**config.mk**
```make
export PLATFORM = sky130hd
export DESIGN_NAME = exposure_hill_climb_tuner_core
export DESIGN_NICKNAME = d
export VERILOG_FILES = /design/src/rtl/ehc_pkg.sv /design/src/rtl/ehc_classify.sv /design/src/rtl/ehc_next_cand.sv /design/src/rtl/exposure_hill_climb_tuner_core.sv
export SDC_FILE = /design/constraint.sdc
export NUM_CORES = 1
export LEC_CHECK = 0
export BUFFER_PORTS_ARGS = -buffer_cell sky130_fd_sc_hd__buf_2
export CAP_MARGIN = 15
export CORE_ASPECT_RATIO = 0.9
export CORE_MARGIN = 1
export CORE_UTILIZATION = 45
export CTS_BUF_LIST = sky130_fd_sc_hd__clkbuf_8
export CTS_CLUSTER_DIAMETER = 60
export DETAILED_ROUTE_END_ITERATION = 10
export SLEW_MARGIN = 15
export SYNTH_ARGS = -nofsm -noshare
export SYNTH_HDL_FRONTEND = slang
export SYNTH_HIERARCHICAL = 1
export SYNTH_SLANG_ARGS = --single-unit
```
**constraint.sdc**
```tcl
create_clock -name clk -period 16.36 [get_ports clk]
set_input_delay 3.272 -clock clk [delete_from_list [all_inputs] [get_ports clk]]
set_output_delay 3.272 -clock clk [all_outputs]
set_load 0.02 [all_outputs]
```
**src/rtl/ehc_pkg.sv**
```systemverilog
// Shared types, codes and constants for the exposure hill-climb tuner.
// No dependencies; imported by every module of the block.
package ehc_pkg;

  localparam int SCORE_W = 15;
  localparam int ITER_W  = 8;
  localparam int EXPO_W  = 11;
  localparam int GAIN_W  = 5;
  localparam int SET_W   = 3;
  localparam int PROD_W  = 2 * SCORE_W;

  // request codes
  localparam logic REQ_START   = 1'b0;
  localparam logic REQ_METRICS = 1'b1;

  // configuration register indexes
  localparam logic [1:0] CFG_QUALITY_TARGET  = 2'd0;
  localparam logic [1:0] CFG_MIN_IMPROVEMENT = 2'd1;
  localparam logic [1:0] CFG_MAX_ITERATIONS  = 2'd2;

  localparam logic [SCORE_W-1:0] QUALITY_TARGET_RST  = 15'd19200;
  localparam logic [SCORE_W-1:0] MIN_IMPROVEMENT_RST = 15'd512;
  localparam logic [ITER_W-1:0]  MAX_ITERATIONS_RST  = 8'd10;

  // neighbor step choice
  localparam logic [1:0] SEL_BRIGHT = 2'd0;
  localparam logic [1:0] SEL_CONTR  = 2'd1;
  localparam logic [1:0] SEL_GAIN   = 2'd2;
  localparam logic [1:0] SEL_EXPO   = 2'd3;

  // classification thresholds, 1/256 units
  localparam logic [SCORE_W-1:0] UNDER_LIMIT    = 15'd3840;
  localparam logic [SCORE_W-1:0] OVER_LIMIT     = 15'd2560;
  localparam logic [SCORE_W-1:0] CONTRAST_FLOOR = 15'd7680;
  localparam logic [SCORE_W-1:0] NOISE_LIMIT    = 15'd7680;

  // 100 percent in 1/256 units
  localparam logic [PROD_W-1:0] IMPROVE_SCALE = 30'd25600;

  // setting limits and steps
  localparam logic [EXPO_W-1:0] EXPO_MAX        = 11'd1200;
  localparam logic [EXPO_W-1:0] EXPO_DEFAULT    = 11'd300;
  localparam logic [EXPO_W-1:0] EXPO_DARK_STEP  = 11'd200;
  localparam logic [EXPO_W-1:0] EXPO_BRIGHT_MIN = 11'd100;
  localparam logic [EXPO_W-1:0] EXPO_NOISE_MAX  = 11'd800;
  localparam logic [EXPO_W-1:0] EXPO_NOISE_STEP = 11'd100;
  localparam logic [GAIN_W-1:0] GAIN_MAX        = 5'd30;
  localparam logic [GAIN_W-1:0] GAIN_DARK_MAX   = 5'd20;
  localparam logic [GAIN_W-1:0] GAIN_DARK_STEP  = 5'd5;
  localparam logic [GAIN_W-1:0] GAIN_NOISE_STEP = 5'd3;
  localparam int                GAIN_RAND_STEP  = 3;
  localparam int                EXPO_RAND_STEP  = 50;
  localparam logic signed [SET_W-1:0] SET_MIN   = -3'sd2;
  localparam logic signed [SET_W-1:0] SET_MAX   = 3'sd2;

  typedef enum logic [2:0] {
    ISS_NONE     = 3'd0,
    ISS_DARK     = 3'd1,
    ISS_BRIGHT   = 3'd2,
    ISS_CONTRAST = 3'd3,
    ISS_NOISE    = 3'd4
  } issue_t;

  typedef enum logic [1:0] {
    PH_IDLE  = 2'd0,
    PH_FIRST = 2'd1,
    PH_ITER  = 2'd2,
    PH_DONE  = 2'd3
  } phase_t;

  typedef struct packed {
    logic signed [SET_W-1:0] bright;
    logic signed [SET_W-1:0] contr;
    logic signed [SET_W-1:0] sharp;
    logic [GAIN_W-1:0]       gain;
    logic [EXPO_W-1:0]       expo;
    logic                    flash;
  } cam_set_t;

  localparam cam_set_t SET_RESET = '{bright: 3'sd0, contr: 3'sd0, sharp: 3'sd0,
                                     gain: 5'd0, expo: EXPO_DEFAULT, flash: 1'b0};

  typedef struct packed {
    logic               is_dark;
    logic               is_bright;
    logic [SCORE_W-1:0] under_exposure;
    logic [SCORE_W-1:0] over_exposure;
    logic [SCORE_W-1:0] contrast_level;
    logic [SCORE_W-1:0] noise_level;
  } metrics_t;

  typedef struct packed {
    logic               req_type;
    metrics_t           metrics;
    logic [SCORE_W-1:0] frame_score;
    logic signed [1:0]  rand_step;
    logic [1:0]         rand_param;
  } item_t;

endpackage

```
**src/rtl/ehc_classify.sv**
```systemverilog
// Frame issue classifier: dark, bright, low contrast, noise, in that priority.
// Depends on ehc_pkg.
module ehc_classify
  import ehc_pkg::*;
(
  input  metrics_t metrics,
  output issue_t   issue
);

  always_comb begin
    priority if (metrics.is_dark || metrics.under_exposure > UNDER_LIMIT) begin
      issue = ISS_DARK;
    end else if (metrics.is_bright || metrics.over_exposure > OVER_LIMIT) begin
      issue = ISS_BRIGHT;
    end else if (metrics.contrast_level < CONTRAST_FLOOR) begin
      issue = ISS_CONTRAST;
    end else if (metrics.noise_level > NOISE_LIMIT) begin
      issue = ISS_NOISE;
    end else begin
      issue = ISS_NONE;
    end
  end

endmodule

```
**src/rtl/ehc_next_cand.sv**
```systemverilog
// Next candidate settings: clamped fix for the issue, or a random neighbor step.
// Depends on ehc_pkg.
module ehc_next_cand
  import ehc_pkg::*;
(
  input  cam_set_t          cur,
  input  issue_t            issue,
  input  logic signed [1:0] rand_step,
  input  logic [1:0]        rand_param,
  output cam_set_t          nxt
);

  logic signed [SET_W:0]    b_sum;
  logic signed [SET_W:0]    c_sum;
  logic signed [6:0]        g_sum;
  logic signed [12:0]       e_sum;
  logic [EXPO_W:0]          expo_up;
  logic [EXPO_W:0]          expo_nup;
  logic [GAIN_W:0]          gain_up;
  logic signed [SET_W-1:0]  b_clamp;
  logic signed [SET_W-1:0]  c_clamp;
  logic [GAIN_W-1:0]        g_clamp;
  logic [EXPO_W-1:0]        e_clamp;

  assign b_sum    = (SET_W + 1)'(cur.bright) + (SET_W + 1)'(rand_step);
  assign c_sum    = (SET_W + 1)'(cur.contr) + (SET_W + 1)'(rand_step);
  assign g_sum    = $signed({2'b00, cur.gain}) + 7'(rand_step) * 7'(GAIN_RAND_STEP);
  assign e_sum    = $signed({2'b00, cur.expo}) + 13'(rand_step) * 13'(EXPO_RAND_STEP);
  assign expo_up  = {1'b0, cur.expo} + {1'b0, EXPO_DARK_STEP};
  assign expo_nup = {1'b0, cur.expo} + {1'b0, EXPO_NOISE_STEP};
  assign gain_up  = {1'b0, cur.gain} + {1'b0, GAIN_DARK_STEP};

  always_comb begin
    if (b_sum < (SET_W + 1)'(SET_MIN))      b_clamp = SET_MIN;
    else if (b_sum > (SET_W + 1)'(SET_MAX)) b_clamp = SET_MAX;
    else                                    b_clamp = b_sum[SET_W-1:0];
    if (c_sum < (SET_W + 1)'(SET_MIN))      c_clamp = SET_MIN;
    else if (c_sum > (SET_W + 1)'(SET_MAX)) c_clamp = SET_MAX;
    else                                    c_clamp = c_sum[SET_W-1:0];
    if (g_sum < 7'sd0)                      g_clamp = '0;
    else if (g_sum > $signed({2'b00, GAIN_MAX})) g_clamp = GAIN_MAX;
    else                                    g_clamp = g_sum[GAIN_W-1:0];
    if (e_sum < 13'sd0)                     e_clamp = '0;
    else if (e_sum > $signed({2'b00, EXPO_MAX})) e_clamp = EXPO_MAX;
    else                                    e_clamp = e_sum[EXPO_W-1:0];
  end

  always_comb begin
    nxt = cur;
    unique case (issue)
      ISS_DARK: begin
        // brightness never reaches the flash cutoff, so flash always turns on
        nxt.flash = 1'b1;
        if (cur.expo < EXPO_MAX) begin
          nxt.expo = (expo_up > {1'b0, EXPO_MAX}) ? EXPO_MAX : expo_up[EXPO_W-1:0];
        end
        if (cur.bright < SET_MAX) nxt.bright = cur.bright + 3'sd1;
        if (cur.gain < GAIN_DARK_MAX) begin
          nxt.gain = (gain_up > {1'b0, GAIN_DARK_MAX}) ? GAIN_DARK_MAX
                                                      : gain_up[GAIN_W-1:0];
        end
      end
      ISS_BRIGHT: begin
        nxt.flash = 1'b0;
        if (cur.expo > EXPO_BRIGHT_MIN) begin
          if (cur.expo <= EXPO_BRIGHT_MIN + EXPO_DARK_STEP) nxt.expo = EXPO_BRIGHT_MIN;
          else if (cur.expo > EXPO_MAX + EXPO_DARK_STEP)    nxt.expo = EXPO_MAX;
          else                                              nxt.expo = cur.expo - EXPO_DARK_STEP;
        end
        if (cur.bright > SET_MIN) nxt.bright = cur.bright - 3'sd1;
        if (cur.gain > '0) begin
          if (cur.gain <= GAIN_DARK_STEP) begin
            nxt.gain = '0;
          end else if ({1'b0, cur.gain} > {1'b0, GAIN_MAX} + {1'b0, GAIN_DARK_STEP}) begin
            nxt.gain = GAIN_MAX;
          end else begin
            nxt.gain = cur.gain - GAIN_DARK_STEP;
          end
        end
      end
      ISS_CONTRAST: begin
        if (cur.contr < SET_MAX) nxt.contr = cur.contr + 3'sd1;
        if (cur.sharp < SET_MAX) nxt.sharp = cur.sharp + 3'sd1;
      end
      ISS_NOISE: begin
        if (cur.gain > '0) begin
          if (cur.gain <= GAIN_NOISE_STEP) begin
            nxt.gain = '0;
          end else if ({1'b0, cur.gain} > {1'b0, GAIN_MAX} + {1'b0, GAIN_NOISE_STEP}) begin
            nxt.gain = GAIN_MAX;
          end else begin
            nxt.gain = cur.gain - GAIN_NOISE_STEP;
          end
        end
        if (cur.expo < EXPO_NOISE_MAX) begin
          nxt.expo = (expo_nup > {1'b0, EXPO_NOISE_MAX}) ? EXPO_NOISE_MAX
                                                        : expo_nup[EXPO_W-1:0];
        end
      end
      default: begin
        unique case (rand_param)
          SEL_BRIGHT: nxt.bright = b_clamp;
          SEL_CONTR:  nxt.contr  = c_clamp;
          SEL_GAIN:   nxt.gain   = g_clamp;
          SEL_EXPO:   nxt.expo   = e_clamp;
          default:    nxt.expo   = e_clamp;
        endcase
      end
    endcase
  end

endmodule

```
**src/rtl/exposure_hill_climb_tuner_core.sv**
```systemverilog
// Exposure hill-climb tuner, top level: item register, run state, result register.
// Depends on ehc_pkg, ehc_classify and ehc_next_cand.
//
// Usage:
//  - Request channel (req_valid / req_stall): a start item (req_type 0) opens a
//    run and returns the stored best settings. Each metrics item (req_type 1)
//    scores the settings returned last and returns the next candidate, or the
//    best settings with done_res set once the run ends.
//  - Result channel (res_valid / res_stall): exactly one result per item, in
//    order. Each item passes the item register, then the result register;
//    a res_stall can hold it in the item register.
//  - Throughput is one item per cycle while res_stall is low: all run logic for
//    an item sits between the item and result registers, one 15x15 multiply deep.
//  - When res_stall holds a finished result, one more item may wait in the
//    item register; only then does req_stall rise.
//  - Config port (cfg_we, cfg_index, cfg_data): write only while idle.
//    Index 0 quality target, 1 min improvement, 2 iteration limit; index 3
//    is ignored.
//  - Reset (rst, synchronous): registers back to defaults, run idle, best
//    settings exposure 300 with everything else zero, no items in flight.
module exposure_hill_climb_tuner_core
  import ehc_pkg::*;
(
  input  logic                      clk,
  input  logic                      rst,
  // configuration
  input  logic                      cfg_we,
  input  logic [1:0]                cfg_index,
  input  logic [SCORE_W-1:0]        cfg_data,
  // request channel
  input  logic                      req_valid,
  output logic                      req_stall,
  input  logic                      req_type,
  input  logic                      is_dark,
  input  logic                      is_bright,
  input  logic [SCORE_W-1:0]        under_exposure,
  input  logic [SCORE_W-1:0]        over_exposure,
  input  logic [SCORE_W-1:0]        contrast_level,
  input  logic [SCORE_W-1:0]        noise_level,
  input  logic [SCORE_W-1:0]        frame_score,
  input  logic signed [1:0]         rand_step,
  input  logic [1:0]                rand_param,
  // result channel
  output logic                      res_valid,
  input  logic                      res_stall,
  output logic signed [SET_W-1:0]   brightness_out,
  output logic signed [SET_W-1:0]   contrast_out,
  output logic signed [SET_W-1:0]   sharpness_out,
  output logic [GAIN_W-1:0]         gain_out,
  output logic [EXPO_W-1:0]         exposure_out,
  output logic                      flash_out,
  output logic                      done_res,
  output logic                      converged,
  output logic [ITER_W-1:0]         iterations_used,
  output logic [SCORE_W-1:0]        best_score_out
);

  // configuration registers
  logic [SCORE_W-1:0] quality_target;
  logic [SCORE_W-1:0] min_improvement;
  logic [ITER_W-1:0]  max_iterations;

  // run state
  phase_t             run_phase, run_phase_next;
  logic [ITER_W-1:0]  iteration_count, iteration_count_next;
  cam_set_t           best_settings, best_settings_next;
  cam_set_t           candidate_settings, candidate_settings_next;
  logic [SCORE_W-1:0] best_score, best_score_next;
  issue_t             best_issue, best_issue_next;
  logic               converged_flag, converged_flag_next;

  // item register and handshake
  item_t              item;
  logic               item_valid;
  logic               item_ready;
  logic               res_ready;
  logic               fire;

  // per-item logic
  issue_t             frame_issue;
  cam_set_t           cand_gen;
  cam_set_t           res_set;
  logic               res_done;
  logic               metrics_path;
  logic               finish;
  logic               improved;
  logic               improve_small;
  logic [SCORE_W-1:0] score_diff;
  logic [PROD_W-1:0]  gain_lhs;
  logic [PROD_W-1:0]  gain_rhs;

  // Handshake: the result register drains first, the item register refills
  // behind it, so a stall on the result side costs one slot before req_stall.
  assign res_ready  = !res_valid || !res_stall;
  assign item_ready = !item_valid || res_ready;
  assign req_stall  = !item_ready;
  assign fire       = item_valid && res_ready;

  always_ff @(posedge clk) begin
    if (rst) begin
      quality_target  <= QUALITY_TARGET_RST;
      min_improvement <= MIN_IMPROVEMENT_RST;
      max_iterations  <= MAX_ITERATIONS_RST;
    end else if (cfg_we) begin
      unique case (cfg_index)
        CFG_QUALITY_TARGET:  quality_target  <= cfg_data;
        CFG_MIN_IMPROVEMENT: min_improvement <= cfg_data;
        CFG_MAX_ITERATIONS:  max_iterations  <= cfg_data[ITER_W-1:0];
        default: ;
      endcase
    end
  end

  always_ff @(posedge clk) begin
    if (rst) begin
      item_valid <= 1'b0;
    end else if (item_ready) begin
      item_valid <= req_valid;
    end
  end

  always_ff @(posedge clk) begin
    if (item_ready && req_valid) begin
      item.req_type               <= req_type;
      item.metrics.is_dark        <= is_dark;
      item.metrics.is_bright      <= is_bright;
      item.metrics.under_exposure <= under_exposure;
      item.metrics.over_exposure  <= over_exposure;
      item.metrics.contrast_level <= contrast_level;
      item.metrics.noise_level    <= noise_level;
      item.frame_score            <= frame_score;
      item.rand_step              <= rand_step;
      item.rand_param             <= rand_param;
    end
  end

  ehc_classify u_classify (
    .metrics (item.metrics),
    .issue   (frame_issue)
  );

  // Small-gain test, cross-multiplied: (new - old) * 100% < min_improvement * old.
  // Only looked at when the new score beats the old one, so the diff is positive.
  assign improved   = item.frame_score > best_score;
  assign score_diff = item.frame_score - best_score;
  assign gain_lhs   = PROD_W'(score_diff) * IMPROVE_SCALE;
  assign gain_rhs   = PROD_W'(min_improvement) * PROD_W'(best_score);
  assign improve_small = gain_lhs < gain_rhs;

  // Best-frame bookkeeping; feeds the candidate generator below.
  always_comb begin
    best_settings_next  = best_settings;
    best_score_next     = best_score;
    best_issue_next     = best_issue;
    converged_flag_next = converged_flag;
    metrics_path        = 1'b0;
    finish              = 1'b0;
    if (item.req_type == REQ_START) begin
      converged_flag_next = 1'b0;
    end else begin
      unique case (run_phase)
        PH_FIRST: begin
          // first frame of a run scores the stored settings outright
          best_score_next = item.frame_score;
          best_issue_next = frame_issue;
          metrics_path    = 1'b1;
        end
        PH_ITER: begin
          metrics_path = 1'b1;
          if (improved) begin
            best_score_next    = item.frame_score;
            best_settings_next = candidate_settings;
            best_issue_next    = frame_issue;
            if (item.frame_score >= quality_target) begin
              converged_flag_next = 1'b1;
              finish              = 1'b1;
            end else if (improve_small) begin
              converged_flag_next = 1'b1;
              finish              = 1'b1;
            end
          end
        end
        PH_IDLE, PH_DONE: ;
        default: ;
      endcase
      // iteration limit, also catches a limit lowered mid-run
      if (metrics_path && iteration_count >= max_iterations) begin
        finish = 1'b1;
      end
    end
  end

  ehc_next_cand u_next_cand (
    .cur        (best_settings_next),
    .issue      (best_issue_next),
    .rand_step  (item.rand_step),
    .rand_param (item.rand_param),
    .nxt        (cand_gen)
  );

  // Phase, count, candidate and the settings handed out with this item.
  always_comb begin
    run_phase_next          = run_phase;
    iteration_count_next    = iteration_count;
    candidate_settings_next = candidate_settings;
    res_set                 = best_settings_next;
    res_done                = 1'b0;
    if (item.req_type == REQ_START) begin
      run_phase_next          = PH_FIRST;
      iteration_count_next    = '0;
      candidate_settings_next = best_settings;
    end else if (metrics_path) begin
      if (finish) begin
        run_phase_next = PH_DONE;
        res_done       = 1'b1;
      end else begin
        run_phase_next          = PH_ITER;
        iteration_count_next    = iteration_count + ITER_W'(1);
        candidate_settings_next = cand_gen;
        res_set                 = cand_gen;
      end
    end else begin
      // metrics outside a run: ignored, report what is stored
      res_done = (run_phase == PH_DONE);
    end
  end

  always_ff @(posedge clk) begin
    if (rst) begin
      run_phase          <= PH_IDLE;
      iteration_count    <= '0;
      best_settings      <= SET_RESET;
      candidate_settings <= SET_RESET;
      best_score         <= '0;
      best_issue         <= ISS_NONE;
      converged_flag     <= 1'b0;
    end else if (fire) begin
      run_phase          <= run_phase_next;
      iteration_count    <= iteration_count_next;
      best_settings      <= best_settings_next;
      candidate_settings <= candidate_settings_next;
      best_score         <= best_score_next;
      best_issue         <= best_issue_next;
      converged_flag     <= converged_flag_next;
    end
  end

  // result register
  always_ff @(posedge clk) begin
    if (rst) begin
      res_valid <= 1'b0;
    end else if (res_ready) begin
      res_valid <= item_valid;
    end
  end

  always_ff @(posedge clk) begin
    if (fire) begin
      brightness_out  <= res_set.bright;
      contrast_out    <= res_set.contr;
      sharpness_out   <= res_set.sharp;
      gain_out        <= res_set.gain;
      exposure_out    <= res_set.expo;
      flash_out       <= res_set.flash;
      done_res        <= res_done;
      converged       <= converged_flag_next;
      iterations_used <= iteration_count_next;
      best_score_out  <= best_score_next;
    end
  end

  // a finished run is the only phase a converged flag can live in
  a_conv_done: assert property (@(posedge clk) disable iff (rst)
    converged_flag |-> run_phase == PH_DONE)
    else $error("converged flag set outside finished phase");

  // a shown done result matches the stored phase until the next item moves
  a_done_phase: assert property (@(posedge clk) disable iff (rst)
    res_valid && done_res |-> run_phase == PH_DONE)
    else $error("done result without finished phase");

  // best score only climbs, except when the first frame of a run rescores it
  a_score_mono: assert property (@(posedge clk) disable iff (rst)
    !$past(rst) && $past(run_phase) != PH_FIRST |-> best_score >= $past(best_score))
    else $error("best score went down");

  // a start clears the count and the converged flag
  a_start_clear: assert property (@(posedge clk) disable iff (rst)
    fire && item.req_type == REQ_START |=> iteration_count == '0 && !converged_flag)
    else $error("start did not clear run counters");

  // stall only with an item held back
  a_stall_held: assert property (@(posedge clk) disable iff (rst)
    req_stall |-> item_valid && res_valid)
    else $error("request stalled with free space");

endmodule

```
Word level (Yosys, flattened, before mapping)
Cells that the tools add are included.
Widths: inputs -> output; s select.
{ "word_totals": {"ff_bits": 254, "latch_bits": 0, "mem_bits_rw": 0, "romBits": 0, "output_inout_bits": 53, "elab_cells": 208, "mem_count": 0} }
{ "classes": {"addsub": 16, "multipliers": 4, "div": 0, "order_cmp": 34, "n_eq_ne": 14, "shift": 0, "muxes": 77, "bitwise": 0, "n_reduce_logical": 21} }
{ "ops": {"columns": ["cell", "count"], "rows": [
  ["$mux 26", 9],
  ["$mux 11", 10],
  ["$pmux 16 s4", 1],
  ["$mux 5", 11],
  ["$mux 3", 17],
  ["$gt 15x12->1 const B", 2],
  ["$lt 30x30->1", 1],
  ["$mul 15x15->30", 1],
  ["$mux 15", 2],
  ["$pmux 15 s2", 1],
  ["$mux 8", 3],
  ["$mul 15x5->20 const B", 1],
  ["$mux 1", 17],
  ["$ge 15x15->1", 1],
  ["$gt 15x13->1 const B", 1],
  ["$gt 15x15->1", 1],
  ["$lt 15x13->1 const B", 1],
  ["$sub 15x15->15", 1],
  ["$add 12x13->13", 1],
  ["$gt 13x12->1 const B", 1],
  ["$lt 13x1->1 const B", 1],
  ["$add 11x7->12 const B", 1],
  ["$add 11x8->12 const B", 1],
  ["$gt 12x10->1 const B", 1],
  ["other kinds (49)", 79]
]} }

Logic depth before layout (Yosys ltp)
Gate-level depths: netlist of run 1.
{ "depth": {"ltp_word": 14, "ltp_mapped": 37} }

By module
The synthesis of run 1 kept the hierarchy.
{ "modules_own_cells": {"columns": ["module", "instances", "cells_each", "area_each_um2"], "rows": [
  ["exposure_hill_climb_tuner_core", 1, 2077, 20365.8],
  ["ehc_next_cand", 1, 566, 3852.4],
  ["ehc_classify", 1, 25, 157.7]
]} }

Worst setup path before layout of run 1
OpenSTA, ideal clock, no wires.
{ "synth_timing": {"path_kind": "reg2reg", "startpoint": "register best_score[8]", "endpoint": "register iterations_used[5] (data pin)", "arrival_time_ns": 8.211, "slack_ns": 7.879, "path_stages_with_launch": 33, "path_buffers": 4, "synth_period_minus_slack_ns": 8.481, "path_cell_list": "dfxtp_1 > clkbuf_1 > clkbuf_1 > nand2_1 > fa_1 > fa_1 > inv_1 > fa_1 > fa_1 > fa_1 > inv_1 > fa_1 > inv_1 > ha_1 > or3_1 > a311oi_1 > nor2_1 > a2111oi_0 > nor2_1 > a21o_1 > a21oi_1 > xor2_1 > ha_1 > nand4_1 > nor4_1 > nand4_1 > o41ai_2 > a211oi_2 > or2_1 > buf_6 > buf_2 > o31ai_1 > a21oi_1"} }
{ "synth_between": {"elab_chain_len": 12, "elab_cells_between_ends": 14} }
{ "synth_lines": {"columns": ["element", "line_no", "rtl"], "rows": [
  ["from (decl)", "exposure_hill_climb_tuner_core.sv:68", "logic [SCORE_W-1:0] best_score, best_score_next;"],
  ["from (signal assigned)", "exposure_hill_climb_tuner_core.sv:242", "best_score <= best_score_next;"],
  ["$sub 15x15->15", "exposure_hill_climb_tuner_core.sv:145", "assign score_diff = item.frame_score - best_score;"],
  ["$mul 15x5->20", "exposure_hill_climb_tuner_core.sv:146", "assign gain_lhs = PROD_W'(score_diff) * IMPROVE_SCALE;"],
  ["$lt 30x30->1", "exposure_hill_climb_tuner_core.sv:148", "assign improve_small = gain_lhs < gain_rhs;"],
  ["$mux 1", "exposure_hill_climb_tuner_core.sv:177", "end else if (improve_small) begin"],
  ["$mux 1", "exposure_hill_climb_tuner_core.sv:174", "if (item.frame_score >= quality_target) begin"],
  ["$mux 1 *", "exposure_hill_climb_tuner_core.sv:170", "if (improved) begin"],
  ["$mux 1 *", "exposure_hill_climb_tuner_core.sv:161", "unique case (run_phase)"],
  ["$mux 1 *", "exposure_hill_climb_tuner_core.sv:187", "if (metrics_path && iteration_count >= max_iterations) begin"],
  ["$mux 1 *", "exposure_hill_climb_tuner_core.sv:158", "if (item.req_type == REQ_START) begin"],
  ["$mux 8 *", "exposure_hill_climb_tuner_core.sv:213", "if (finish) begin"],
  ["$mux 8 *", "exposure_hill_climb_tuner_core.sv:212", "end else if (metrics_path) begin"],
  ["$mux 8 *", "exposure_hill_climb_tuner_core.sv:208", "if (item.req_type == REQ_START) begin"],
  ["via iteration_count_next[5]", "exposure_hill_climb_tuner_core.sv:65", "logic [ITER_W-1:0] iteration_count, iteration_count_next;"],
  ["to (signal assigned)", "exposure_hill_climb_tuner_core.sv:267", "iterations_used <= iteration_count_next;"],
  ["to (decl)", "exposure_hill_climb_tuner_core.sv:54", "output logic [ITER_W-1:0] iterations_used,"]
]} }
The timed path passes the listed nets; every way through them passes the cells marked *.
A chain may end at the register's enable or synchronous reset.

Worst setup path in the final report of run 1
{ "layout_timing": {"startpoint": "register best_score[4]", "endpoint": "register candidate_settings[5] in the netlist's numbering"} }
{ "layout_between": {"elab_chain_len": 13, "elab_cells_between_ends": 50} }
{ "layout_lines": {"columns": ["element", "line_no", "rtl"], "rows": [
  ["branches (longest 13 deep; another with $lt 30x30->1)", null, null],
  ["to (signal assigned)", "exposure_hill_climb_tuner_core.sv:241", "candidate_settings <= candidate_settings_next;"],
  ["to (decl)", "exposure_hill_climb_tuner_core.sv:67", "cam_set_t candidate_settings, candidate_settings_next;"]
]} }
Several ways; the timed one is not identified. The select of a mux whose other input is x is not followed.

==> flow_metrics.env, run 1 <==
export IMPL_run_status="finished clean"
export IMPL_cts_htree_levels=2
export IMPL_cts_clk_slew_worst_paths_ns=0.06
export IMPL_total_chip_power_mw=1.88
export IMPL_wl_um=69900
export IMPL_final_net_count=3309
export IMPL_clk_path_buf_depth=3
export IMPL_synthCells=2659
export IMPL_power_density_cell_area_mw_per_mm2=70.8
export IMPL_post_drt_wl_per_cell_um=19.9
export IMPL_totalNegativeSetupSlack_ns=0
export IMPL_insertion_delay_ns=0.64
export IMPL_post_cts_buffers=0
export IMPL_fin_crit_period_ns=11.26
export IMPL_route_detailed_vias_per_inst=5.68
export IMPL_critical_path_max_stage_delay_ns=0.95
export IMPL_placementRows=80
export IMPL_route_antenna_remaining_nets=0
export IMPL_initial_core_util_pct=45.5
export IMPL_portBuffers=147
export IMPL_firstDrtPassIters=6
export IMPL_core_region_area_sq_mm=0.0530
export IMPL_syn2layout_area_growth_pct=9.98
export IMPL_post_route_cells_drive_above_1_share_pct=12.8
export IMPL_worst_pin_slew_ns=1.15
export IMPL_grt_total_usage_pct=26.2
export IMPL_post_synth_instance_area_sq_mm=0.0241
export IMPL_numClockSinks=245
export IMPL_die_width_um=246
export IMPL_grt_pass1_wl_um=112000
export IMPL_max_vdd_ir_drop_uv=65.8
export IMPL_timing_max_transition_violations_final=0
export IMPL_achievable_frequency_mhz=88.8
export IMPL_grt_antenna_before_repair=5
export IMPL_slew_headroom_pct=23.4
export IMPL_cts_repair_resized=0
export IMPL_cts_buffers_inserted=48
export IMPL_cts_tree="built"
export IMPL_drcViolationCount=0
export IMPL_dp_final_hpwl_um=52200
export IMPL_routed_via_count=20000
export IMPL_grt_remaining_overflow=0
export IMPL_register_area_sq_mm=0.00615
export IMPL_largest_net_degree_at_the_start_of_global_routing=94
export IMPL_drt_iter0_drc=1472
export IMPL_worst_ep_required_time_ns=16.81
export IMPL_setup_violations_final=0
export IMPL_fillCellCount=4935
export IMPL_cts_hold_repair_buffers=0
export IMPL_first_global_vias=20200
export IMPL_timing_setup_critical_path_class="reg -> reg"
export IMPL_crit_path_max_fanout=27
export IMPL_arrival_ns=11.71
export IMPL_die_area_sq_mm=0.0545
export IMPL_dpl_worst_slack_ns=5.21
export IMPL_synth_warnings=6
export IMPL_final_count_of_hold_timing_violations=0
export IMPL_cp_end_kind="register"
export IMPL_gp_congestion=0.936
export IMPL_setup_ws_post_layout_ns=5.10
export IMPL_timing_critical_path_slowest_stage_cell="a21oi_4"
export IMPL_type_of_origin_of_the_critical_path="register"
export IMPL_fin_crit_sh_pct=68.8
export IMPL_design_portCount=157
export IMPL_syn_nets=3194
export IMPL_hold_class="reg -> reg"
export IMPL_grt_setup_unrepaired="no"
export IMPL_fp_dieH_um=222
export IMPL_ctsRootBufferMaster="clkbuf_8"
export IMPL_worst_clock_skew_ns=0.0189
export IMPL_syn_avg_cell_area_sq_um=9.07
export IMPL_multiInputGateArea_sq_mm=0.0163
export IMPL_leakagePower_nw=11.9
export IMPL_maxCapViolations=0
[routing by layer]
metal	global-route usage, %	share of wire [%]
met2	39.0	43
met4	7.95	2.8
met1	38.1	47
met3	4.97	7.1
met5	0	0.033
[power breakdown]
group / switching [mW] / total (mW) / leakage [nW] / internal (mW)
sequential: 0.0184 / 0.688 / 2.18 / 0.670
combinational: 0.344 / 0.562 / 9.18 / 0.219
clock: 0.293 / 0.626 / 0.547 / 0.333
total: 0.655 / 1.88 / 11.9 / 1.22
[area by class of cell]
cell class | count | area share, %
Multi-Input combinational cell | 1964 | 61.4
Sequential cell | 245 | 23.2
Inverter | 336 | 4.76
Timing Repair Buffer | 179 | 3.69
Tap cell | 697 | 3.29
Clock buffer | 56 | 2.91
Clock inverter | 33 | 0.793
Antenna cell | 2 | 0.0189
[flip-flops by register name (all words and copies together) (netlist names), 5 cells and up]
register            cells
best_score             15
best_settings          26
best_score_out         15
iteration_count         8
min_improvement        15
gain_out                5
item                   73
candidate_settings     26
exposure_out           11
quality_target         15
max_iterations          8
iterations_used         8
[cell usage in the layout (no fill, tap or decap), types with 20 or more instances in the layout]
cell      count
a211oi_1     45
a21o_1       31
a21oi_1     183
a22o_1       20
a22oi_1      21
and2_1      137
buf_2       146
buf_4        33
clkbuf_8     56
dfxtp_1     121
edfxtp_1    124
fa_1        182
ha_1        249
inv_1       344
mux2_2       55
mux2i_1      34
nand2_1     302
nand3_1      39
nor2_1      122
nor2b_1      23
nor3_1       34
o21ai_0      93
xnor2_1      56
xor2_1       25
[critical path, delay by kind of cell, from the launching register on]
family / cells / cell delay (ns)
fa+ha+maj: 8 / 3.72
simple gates: 7 / 2.21
buf+inv: 8 / 0.81
flops: 1 / 0.43
compound gates: 10 / 3.79
xor+xnor: 1 / 0.09
[through the flow]
stage               utilization [%]  instance area, sq um  instances  hold WS (ns)
CTS                            50.0                 26500       3510         0.455
global route                   50.1                 26500       3511         0.480
floorplan                         -                 24100       2659         0.436
detailed placement             48.2                 25500       3421         0.448
finish                         50.1                 26500       3512         0.455
global placement               48.2                 25500       3421         0.442
[path summary, 6_finish.rpt]
check / slack, ns / start / end / depth (start not counted)
worst max-delay path: 5.10 / best_score[4] / candidate_settings[5] / 34
worst min-delay path: 0.46 / quality_target[4] / quality_target[4] / 2
worst max register to register: 5.10 / best_score[4] / candidate_settings[5] / 34
worst min register to register: 0.46 / quality_target[4] / quality_target[4] / 2
No activity file was read; power rests on OpenSTA's default activity.
==> inputs of run 2 (changes only) <==
--- a/config.mk
+++ b/config.mk
@@ -5,6 +5,7 @@
 export SDC_FILE = /design/constraint.sdc
 export NUM_CORES = 1
 export LEC_CHECK = 0
+export ABC_AREA = 1
 export BUFFER_PORTS_ARGS = -buffer_cell sky130_fd_sc_hd__buf_2
 export CAP_MARGIN = 15
 export CORE_ASPECT_RATIO = 0.9
==> constraint.sdc (replaced) <==
create_clock -name clk -period 11.3 [get_ports clk]
set_input_delay 2.26 -clock clk [delete_from_list [all_inputs] [get_ports clk]]
set_output_delay 2.26 -clock clk [all_outputs]
set_load 0.02 [all_outputs]
==> run 2 against run 1 <==
Area after synthesis up 2.6%. Clock skew up 0.0040 ns. Sequential cell count unchanged. Non-clock buffer count up 1. Critical path depth down 1. The flow now finishes with violations (design-rule violations). Worst setup slack worse by 2.9 ns. Cell count up 15%. Power up 68%.
==> flow_metrics.env, run 2 <==
export IMPL_p_int_mw=1.89
export IMPL_slew_headroom_pct=26.2
export IMPL_final_count_of_hold_timing_violations=0
export IMPL_hold_class="reg -> reg"
export IMPL_syn_nets=3717
export IMPL_totalNegativeSetupSlack_ns=0
export IMPL_violated_checks="design-rule violations"
export IMPL_type_of_origin_of_the_critical_path="register"
export IMPL_wl_um=68400
export IMPL_cp_end_kind="register"
export IMPL_grt_pass1_wl_um=110000
export IMPL_mostFrequentLayoutCell="inv_1"
export IMPL_timing_hold_worst_start="quality_target[5]"
export IMPL_post_cts_buffers=0
export IMPL_post_route_cells_drive_above_1_share_pct=11.1
export IMPL_ctsRootBufferMaster="clkbuf_8"
export IMPL_final_net_count=3828
export IMPL_fillCellCount=5327
export IMPL_core_region_area_sq_mm=0.0543
export IMPL_portBuffers=147
export IMPL_synthCells=3182
export IMPL_top_register="item"
export IMPL_design_portCount=157
export IMPL_maxCapViolations=0
export IMPL_grt_antenna_before_repair=2
export IMPL_syn_avg_cell_area_sq_um=7.77
export IMPL_switching_share_pct=40.1
export IMPL_register_area_sq_mm=0.00615
export IMPL_synth_warnings=6
export IMPL_arrival_ns=9.45
export IMPL_largest_net_degree_at_the_start_of_global_routing=70
export IMPL_clkPwrFrac_pct=26.2
export IMPL_multiInputGateArea_sq_mm=0.0155
export IMPL_clk_path_buf_depth=3
export IMPL_min_delay_path_depth=2
export IMPL_leakagePower_nw=14.4
export IMPL_comb_power_share_pct=41.1
export IMPL_die_width_um=249
export IMPL_grt_setup_unrepaired="no"
export IMPL_firstDrtPassIters=10
export IMPL_worst_clock_skew_ns=0.0229
export IMPL_cts_clk_slew_worst_paths_ns=0.06
export IMPL_dp_final_hpwl_um=52900
export IMPL_sequential_share_of_power_pct=32.7
export IMPL_fin_crit_sh_pct=80.5
export IMPL_grt_remaining_overflow=0
export IMPL_critical_path_max_stage_delay_ns=0.67
export IMPL_r2r_start="min_improvement[5]"
export IMPL_drt_iter0_drc=1441
export IMPL_cts_hold_repair_buffers=0
export IMPL_max_vdd_ir_drop_uv=110
export IMPL_achievable_frequency_mhz=110
export IMPL_timing_setup_critical_path_class="reg -> reg"
export IMPL_drcViolationCount=2
export IMPL_route_antenna_remaining_nets=0
export IMPL_fp_dieH_um=224
export IMPL_reg_largest_list="item x73, best_settings x26, candidate_settings x26"
export IMPL_worstRegToRegCells=33
export IMPL_placementRows=81
export IMPL_antenna_cells_inserted=0
export IMPL_postLayoutCoreUtil_pct=49.5
export IMPL_worst_pin_slew_ns=1.10
export IMPL_syn2layout_area_growth_pct=8.78
export IMPL_total_chip_power_mw=3.15
export IMPL_setup_violations_final=0
export IMPL_cts_repair_resized=0
export IMPL_post_drt_wl_per_cell_um=17.0
export IMPL_routed_via_count=21200
export IMPL_cts_buffers_inserted=45
export IMPL_gp_congestion=0.924
export IMPL_switching_power_summed_over_all_nets_mw=1.26
export IMPL_die_area_sq_mm=0.0559
export IMPL_grt_total_usage_pct=24.7
export IMPL_cts_tree="built"
export IMPL_crit_path_max_fanout=30
export IMPL_route_detailed_vias_per_inst=5.25
export IMPL_power_density_cell_area_mw_per_mm2=117
export IMPL_worst_ep_required_time_ns=11.65
export IMPL_timing_max_transition_violations_final=0
export IMPL_timing_critical_path_slowest_stage_cell="nand2_2"
export IMPL_fin_crit_period_ns=9.10
export IMPL_timing_critical_path_from="min_improvement[5]"
export IMPL_most_used_cells_in_the_layout_excluding_fill_and_tap_cells="687 x inv_1, 664 x nand2_1, 249 x ha_1"
export IMPL_critPathMostFrequentCell="inv_1"
export IMPL_cts_htree_levels=2
export IMPL_insertion_delay_ns=0.63
export IMPL_initial_core_util_pct=45.5
export IMPL_first_global_vias=20800
export IMPL_largest_register_ffs=73
export IMPL_run_status="finished with violations"
export IMPL_post_synth_instance_area_sq_mm=0.0247
export IMPL_numClockSinks=245
==> run 2: final timing paths <==
| path | slack, ns | endpoint |
|---|---|---|
| worst max-delay path | 2.20 | exposure_out[1] |
| worst min-delay path | 0.46 | quality_target[5] |
| worst max register to register | 2.20 | exposure_out[1] |
| worst min register to register | 0.46 | quality_target[5] |
==> run 2: final cells by class <==
| class | instances | share of cell area (%) |
|---|---|---|
| clock inverters | 37 | 0.805 |
| repair buffers | 180 | 3.66 |
| inverters | 682 | 9.57 |
| clock buffers | 47 | 2.40 |
| well taps | 705 | 3.28 |
| multi-input cells | 2139 | 57.4 |
| flip-flops and latches | 245 | 22.8 |
==> run 2: critical path: cells and delay by family (launching register included) <==
kind | cells | cell delay [ns]
multiplexers | 1 | 0.56
AND/OR/NAND/NOR | 8 | 1.72
AO/OA/AOI/OAI | 8 | 1.60
XOR/XNOR | 1 | 0.17
adder cells (fa/ha/maj) | 8 | 3.79
buffers and inverters | 7 | 0.41
flip-flops | 1 | 0.56
==> run 2: metrics by stage <==
| step | setup WS [ns] | hold slack [ns] | instances | area (sq um) |
|---|---|---|---|---|
| final | 2.20 | 0.461 | 4035 | 26900 |
| after global routing | 1.53 | 0.477 | 4035 | 26900 |
| after CTS | 2.21 | 0.459 | 4035 | 26900 |
| after detailed placement | 2.28 | 0.451 | 3951 | 26000 |
| after global placement | 2.26 | 0.448 | 3951 | 26000 |
| after floorplan | 3.77 | 0.435 | 3182 | 24700 |
==> run 2: per-layer routing <==
metal | GRT usage [%] | up-vias | wire length [um]
li1 | - | 10300 | -
met1 | 34.7 | 10200 | 32200
met2 | 39.7 | 632 | 30600
met3 | 3.59 | 92 | 4230
met4 | 6.59 | 2 | 1410
met5 | 0 | - | 18
==> run 2: power groups by stage <==
stage	Combinational (mW)	Clock, mW	Sequential, mW
floorplan	0.962	0	1.04
global placement	1.24	0	1.05
detailed placement	1.28	0	1.05
CTS	1.29	0.848	1.03
global route	1.49	0.884	1.03
finish	1.29	0.826	1.03
==> inputs of run 3 (changes only) <==
--- a/config.mk
+++ b/config.mk
@@ -5,7 +5,7 @@
 export SDC_FILE = /design/constraint.sdc
 export NUM_CORES = 1
 export LEC_CHECK = 0
-export ABC_AREA = 1
+export ABC_AREA = 0
 export BUFFER_PORTS_ARGS = -buffer_cell sky130_fd_sc_hd__buf_2
 export CAP_MARGIN = 15
 export CORE_ASPECT_RATIO = 0.9
==> constraint.sdc (replaced) <==
create_clock -name clk -period 9.4 [get_ports clk]
set_input_delay 1.88 -clock clk [delete_from_list [all_inputs] [get_ports clk]]
set_output_delay 1.88 -clock clk [all_outputs]
set_load 0.02 [all_outputs]
==> run 3 against run 2 <==
Count of clock-buffer cells in the layout grew 2. Utilization grew 1.4 points. Critical endpoint is now candidate_settings[1]. Global-route usage grew 1.0 points. The flow now finishes without violations. Highest routed layer unchanged. Worst setup slack lost 1.9 ns. Largest cell class unchanged.
==> flow_metrics.env, run 3 (same netlist as run 1, synthesis figures left out) <==
export IMPL_run_status="finished clean"
export IMPL_final_net_count=3350
export IMPL_critical_path_reg2reg_endpoint="candidate_settings[1]"
export IMPL_grt_setup_unrepaired="yes"
export IMPL_dpl_cell_count=3458
export IMPL_sequential_share_of_power_pct=36.0
export IMPL_fp_dieH_um=222
export IMPL_timing_max_transition_violations_final=0
export IMPL_largest_register_ffs=73
export IMPL_switching_power_summed_over_all_nets_mw=1.14
export IMPL_route_antenna_remaining_nets=0
export IMPL_dp_final_hpwl_um=52900
export IMPL_timing_setup_critical_path_class="reg -> reg"
export IMPL_use_met1_pct=37.2
export IMPL_syn2layout_area_growth_pct=11.9
export IMPL_cts_hold_repair_buffers=0
export IMPL_placedInstanceArea_sq_mm=0.0258
export IMPL_worst_clock_skew_ns=0.0278
export IMPL_post_drt_wl_per_cell_um=20.0
export IMPL_timing_critical_path_from="min_improvement[7]"
export IMPL_worst_ep_required_time_ns=9.91
export IMPL_drt_iter0_drc=1679
export IMPL_worst_pin_slew_ns=1.14
export IMPL_first_global_vias=19800
export IMPL_top_register="item"
export IMPL_insertion_delay_ns=0.63
export IMPL_setup_violations_final=0
export IMPL_portBuffers=147
export IMPL_ctsRootBufferMaster="clkbuf_8"
export IMPL_arrival_ns=9.65
export IMPL_cp_end_kind="register"
export IMPL_grt_pass1_wl_um=110000
export IMPL_slew_headroom_pct=24.2
export IMPL_reg_largest_list="item x73, best_settings x26, candidate_settings x26"
export IMPL_firstDrtPassIters=6
export IMPL_power_density_cell_area_mw_per_mm2=123
export IMPL_core_region_area_sq_mm=0.0530
export IMPL_timing_critical_path_slowest_stage_cell="fa_1"
export IMPL_gp_congestion=0.962
export IMPL_setup_ws_post_layout_ns=0.255
export IMPL_initial_core_util_pct=45.5
export IMPL_grt_antenna_before_repair=10
export IMPL_clk_path_buf_depth=3
export IMPL_cts_tree="built"
export IMPL_routed_via_count=20300
export IMPL_critical_path_max_stage_delay_ns=0.54
export IMPL_post_layout_nonfiller_instances=3555
export IMPL_type_of_origin_of_the_critical_path="register"
export IMPL_hold_class="reg -> reg"
export IMPL_die_width_um=246
export IMPL_fin_crit_sh_pct=97.3
export IMPL_p_int_mw=2.18
export IMPL_max_vdd_ir_drop_uv=108
export IMPL_placementRows=80
export IMPL_die_area_sq_mm=0.0545
export IMPL_grt_total_usage_pct=25.7
export IMPL_achievable_frequency_mhz=109
export IMPL_worst_setup_path_endpoint="candidate_settings[1]"
export IMPL_fin_crit_period_ns=9.15
export IMPL_cts_buffers_inserted=47
export IMPL_leakagePower_nw=12.2
export IMPL_maxCapViolations=0
export IMPL_grt_remaining_overflow=0
export IMPL_comb_power_share_pct=31.3
export IMPL_drcViolationCount=0
export IMPL_most_used_cells_in_the_layout_excluding_fill_and_tap_cells="351 x inv_1, 302 x nand2_1, 249 x ha_1"
export IMPL_use_met2_pct=38.9
export IMPL_largest_net_degree_at_the_start_of_global_routing=93
export IMPL_r2r_start="min_improvement[7]"
export IMPL_post_route_cells_drive_above_1_share_pct=14.5
export IMPL_grt_busiest_layer="met2"
export IMPL_switching_share_pct=34.3
export IMPL_global_route_usage_met3_pct=4.51
export IMPL_cts_clk_slew_worst_paths_ns=0.06
export IMPL_numClockSinks=245
export IMPL_fillCellCount=4923
export IMPL_finalInstanceArea_sq_mm=0.0270
export IMPL_worstRegToRegCells=38
export IMPL_route_detailed_vias_per_inst=5.70
export IMPL_design_portCount=157
export IMPL_mostFrequentLayoutCell="inv_1"
export IMPL_wl_um=71100
export IMPL_clkPwrFrac_pct=32.7
export IMPL_final_count_of_hold_timing_violations=0
export IMPL_cts_htree_levels=2
export IMPL_crit_path_max_fanout=13
export IMPL_dpl_worst_slack_ns=-0.153
export IMPL_min_delay_path_depth=2
export IMPL_timing_reg2reg_setup_slack_ns=0.25
run 3: what timing repair did:
action                     in CTS  in global routing
setup endpoints to repair      59                 70
pin swaps                       0                  4
gates resized for setup         4                 19
setup buffers                   0                  1
cloned                          0                  3
run 3: stage by stage:
stage	hold slack (ns)	TNS [ns]	util [%]	total power, mW
floorplan	0.436	0	-	1.89
detailed placement	0.453	-5.00	48.8	2.22
CTS	0.461	0	50.6	3.32
global placement	0.444	0	48.8	2.19
global route	0.481	-1.84	50.9	3.52
finish	0.461	0	50.9	3.32
run 3: how the worst min path moves through the flow:
stage / from / end / slack [ns]
final: quality_target[4] / quality_target[4] / 0.46
after global routing: quality_target[4] / quality_target[4] / 0.48
after CTS: quality_target[4] / quality_target[4] / 0.46
after detailed placement: quality_target[4] / quality_target[4] / 0.45
after global placement: quality_target[6] / quality_target[6] / 0.44
after floorplan: quality_target[10] / quality_target[10] / 0.44
run 3: metal layers:
metal	vias to the layer above	wire (um)
met5	-	13
met4	2	1910
met3	108	4820
met2	697	31400
met1	9958	33000
li1	9502	-
run 3: critical path: cells and delay by family, from the launching register on:
family	cells	cell delay, ns
fa+ha+maj	8	3.64
xor+xnor	1	0.20
compound gates	10	2.11
simple gates	8	1.44
buf+inv	11	1.24
flops	1	0.34
run 3: final cells by class:
cell class / count / area (sq um) / share of cell area [%]
Antenna cell: 7 / 17.5 / 0.0649
Clock buffer: 49 / 674 / 2.50
Clock inverter: 36 / 270 / 1.00
Inverter: 336 / 1260 / 4.68
Multi-Input combinational cell: 1964 / 16300 / 60.5
Sequential cell: 245 / 6160 / 22.8
Tap cell: 697 / 872 / 3.23
Timing Repair Buffer: 221 / 1410 / 5.22
run 3: power by group through the flow:
stage / logic, mW / clock network (mW) / registers [mW]
floorplan: 0.672 / 0 / 1.22
global placement: 0.970 / 0 / 1.22
detailed placement: 0.997 / 0 / 1.22
CTS: 1.01 / 1.12 / 1.20
global route: 1.16 / 1.16 / 1.20
finish: 1.04 / 1.09 / 1.20
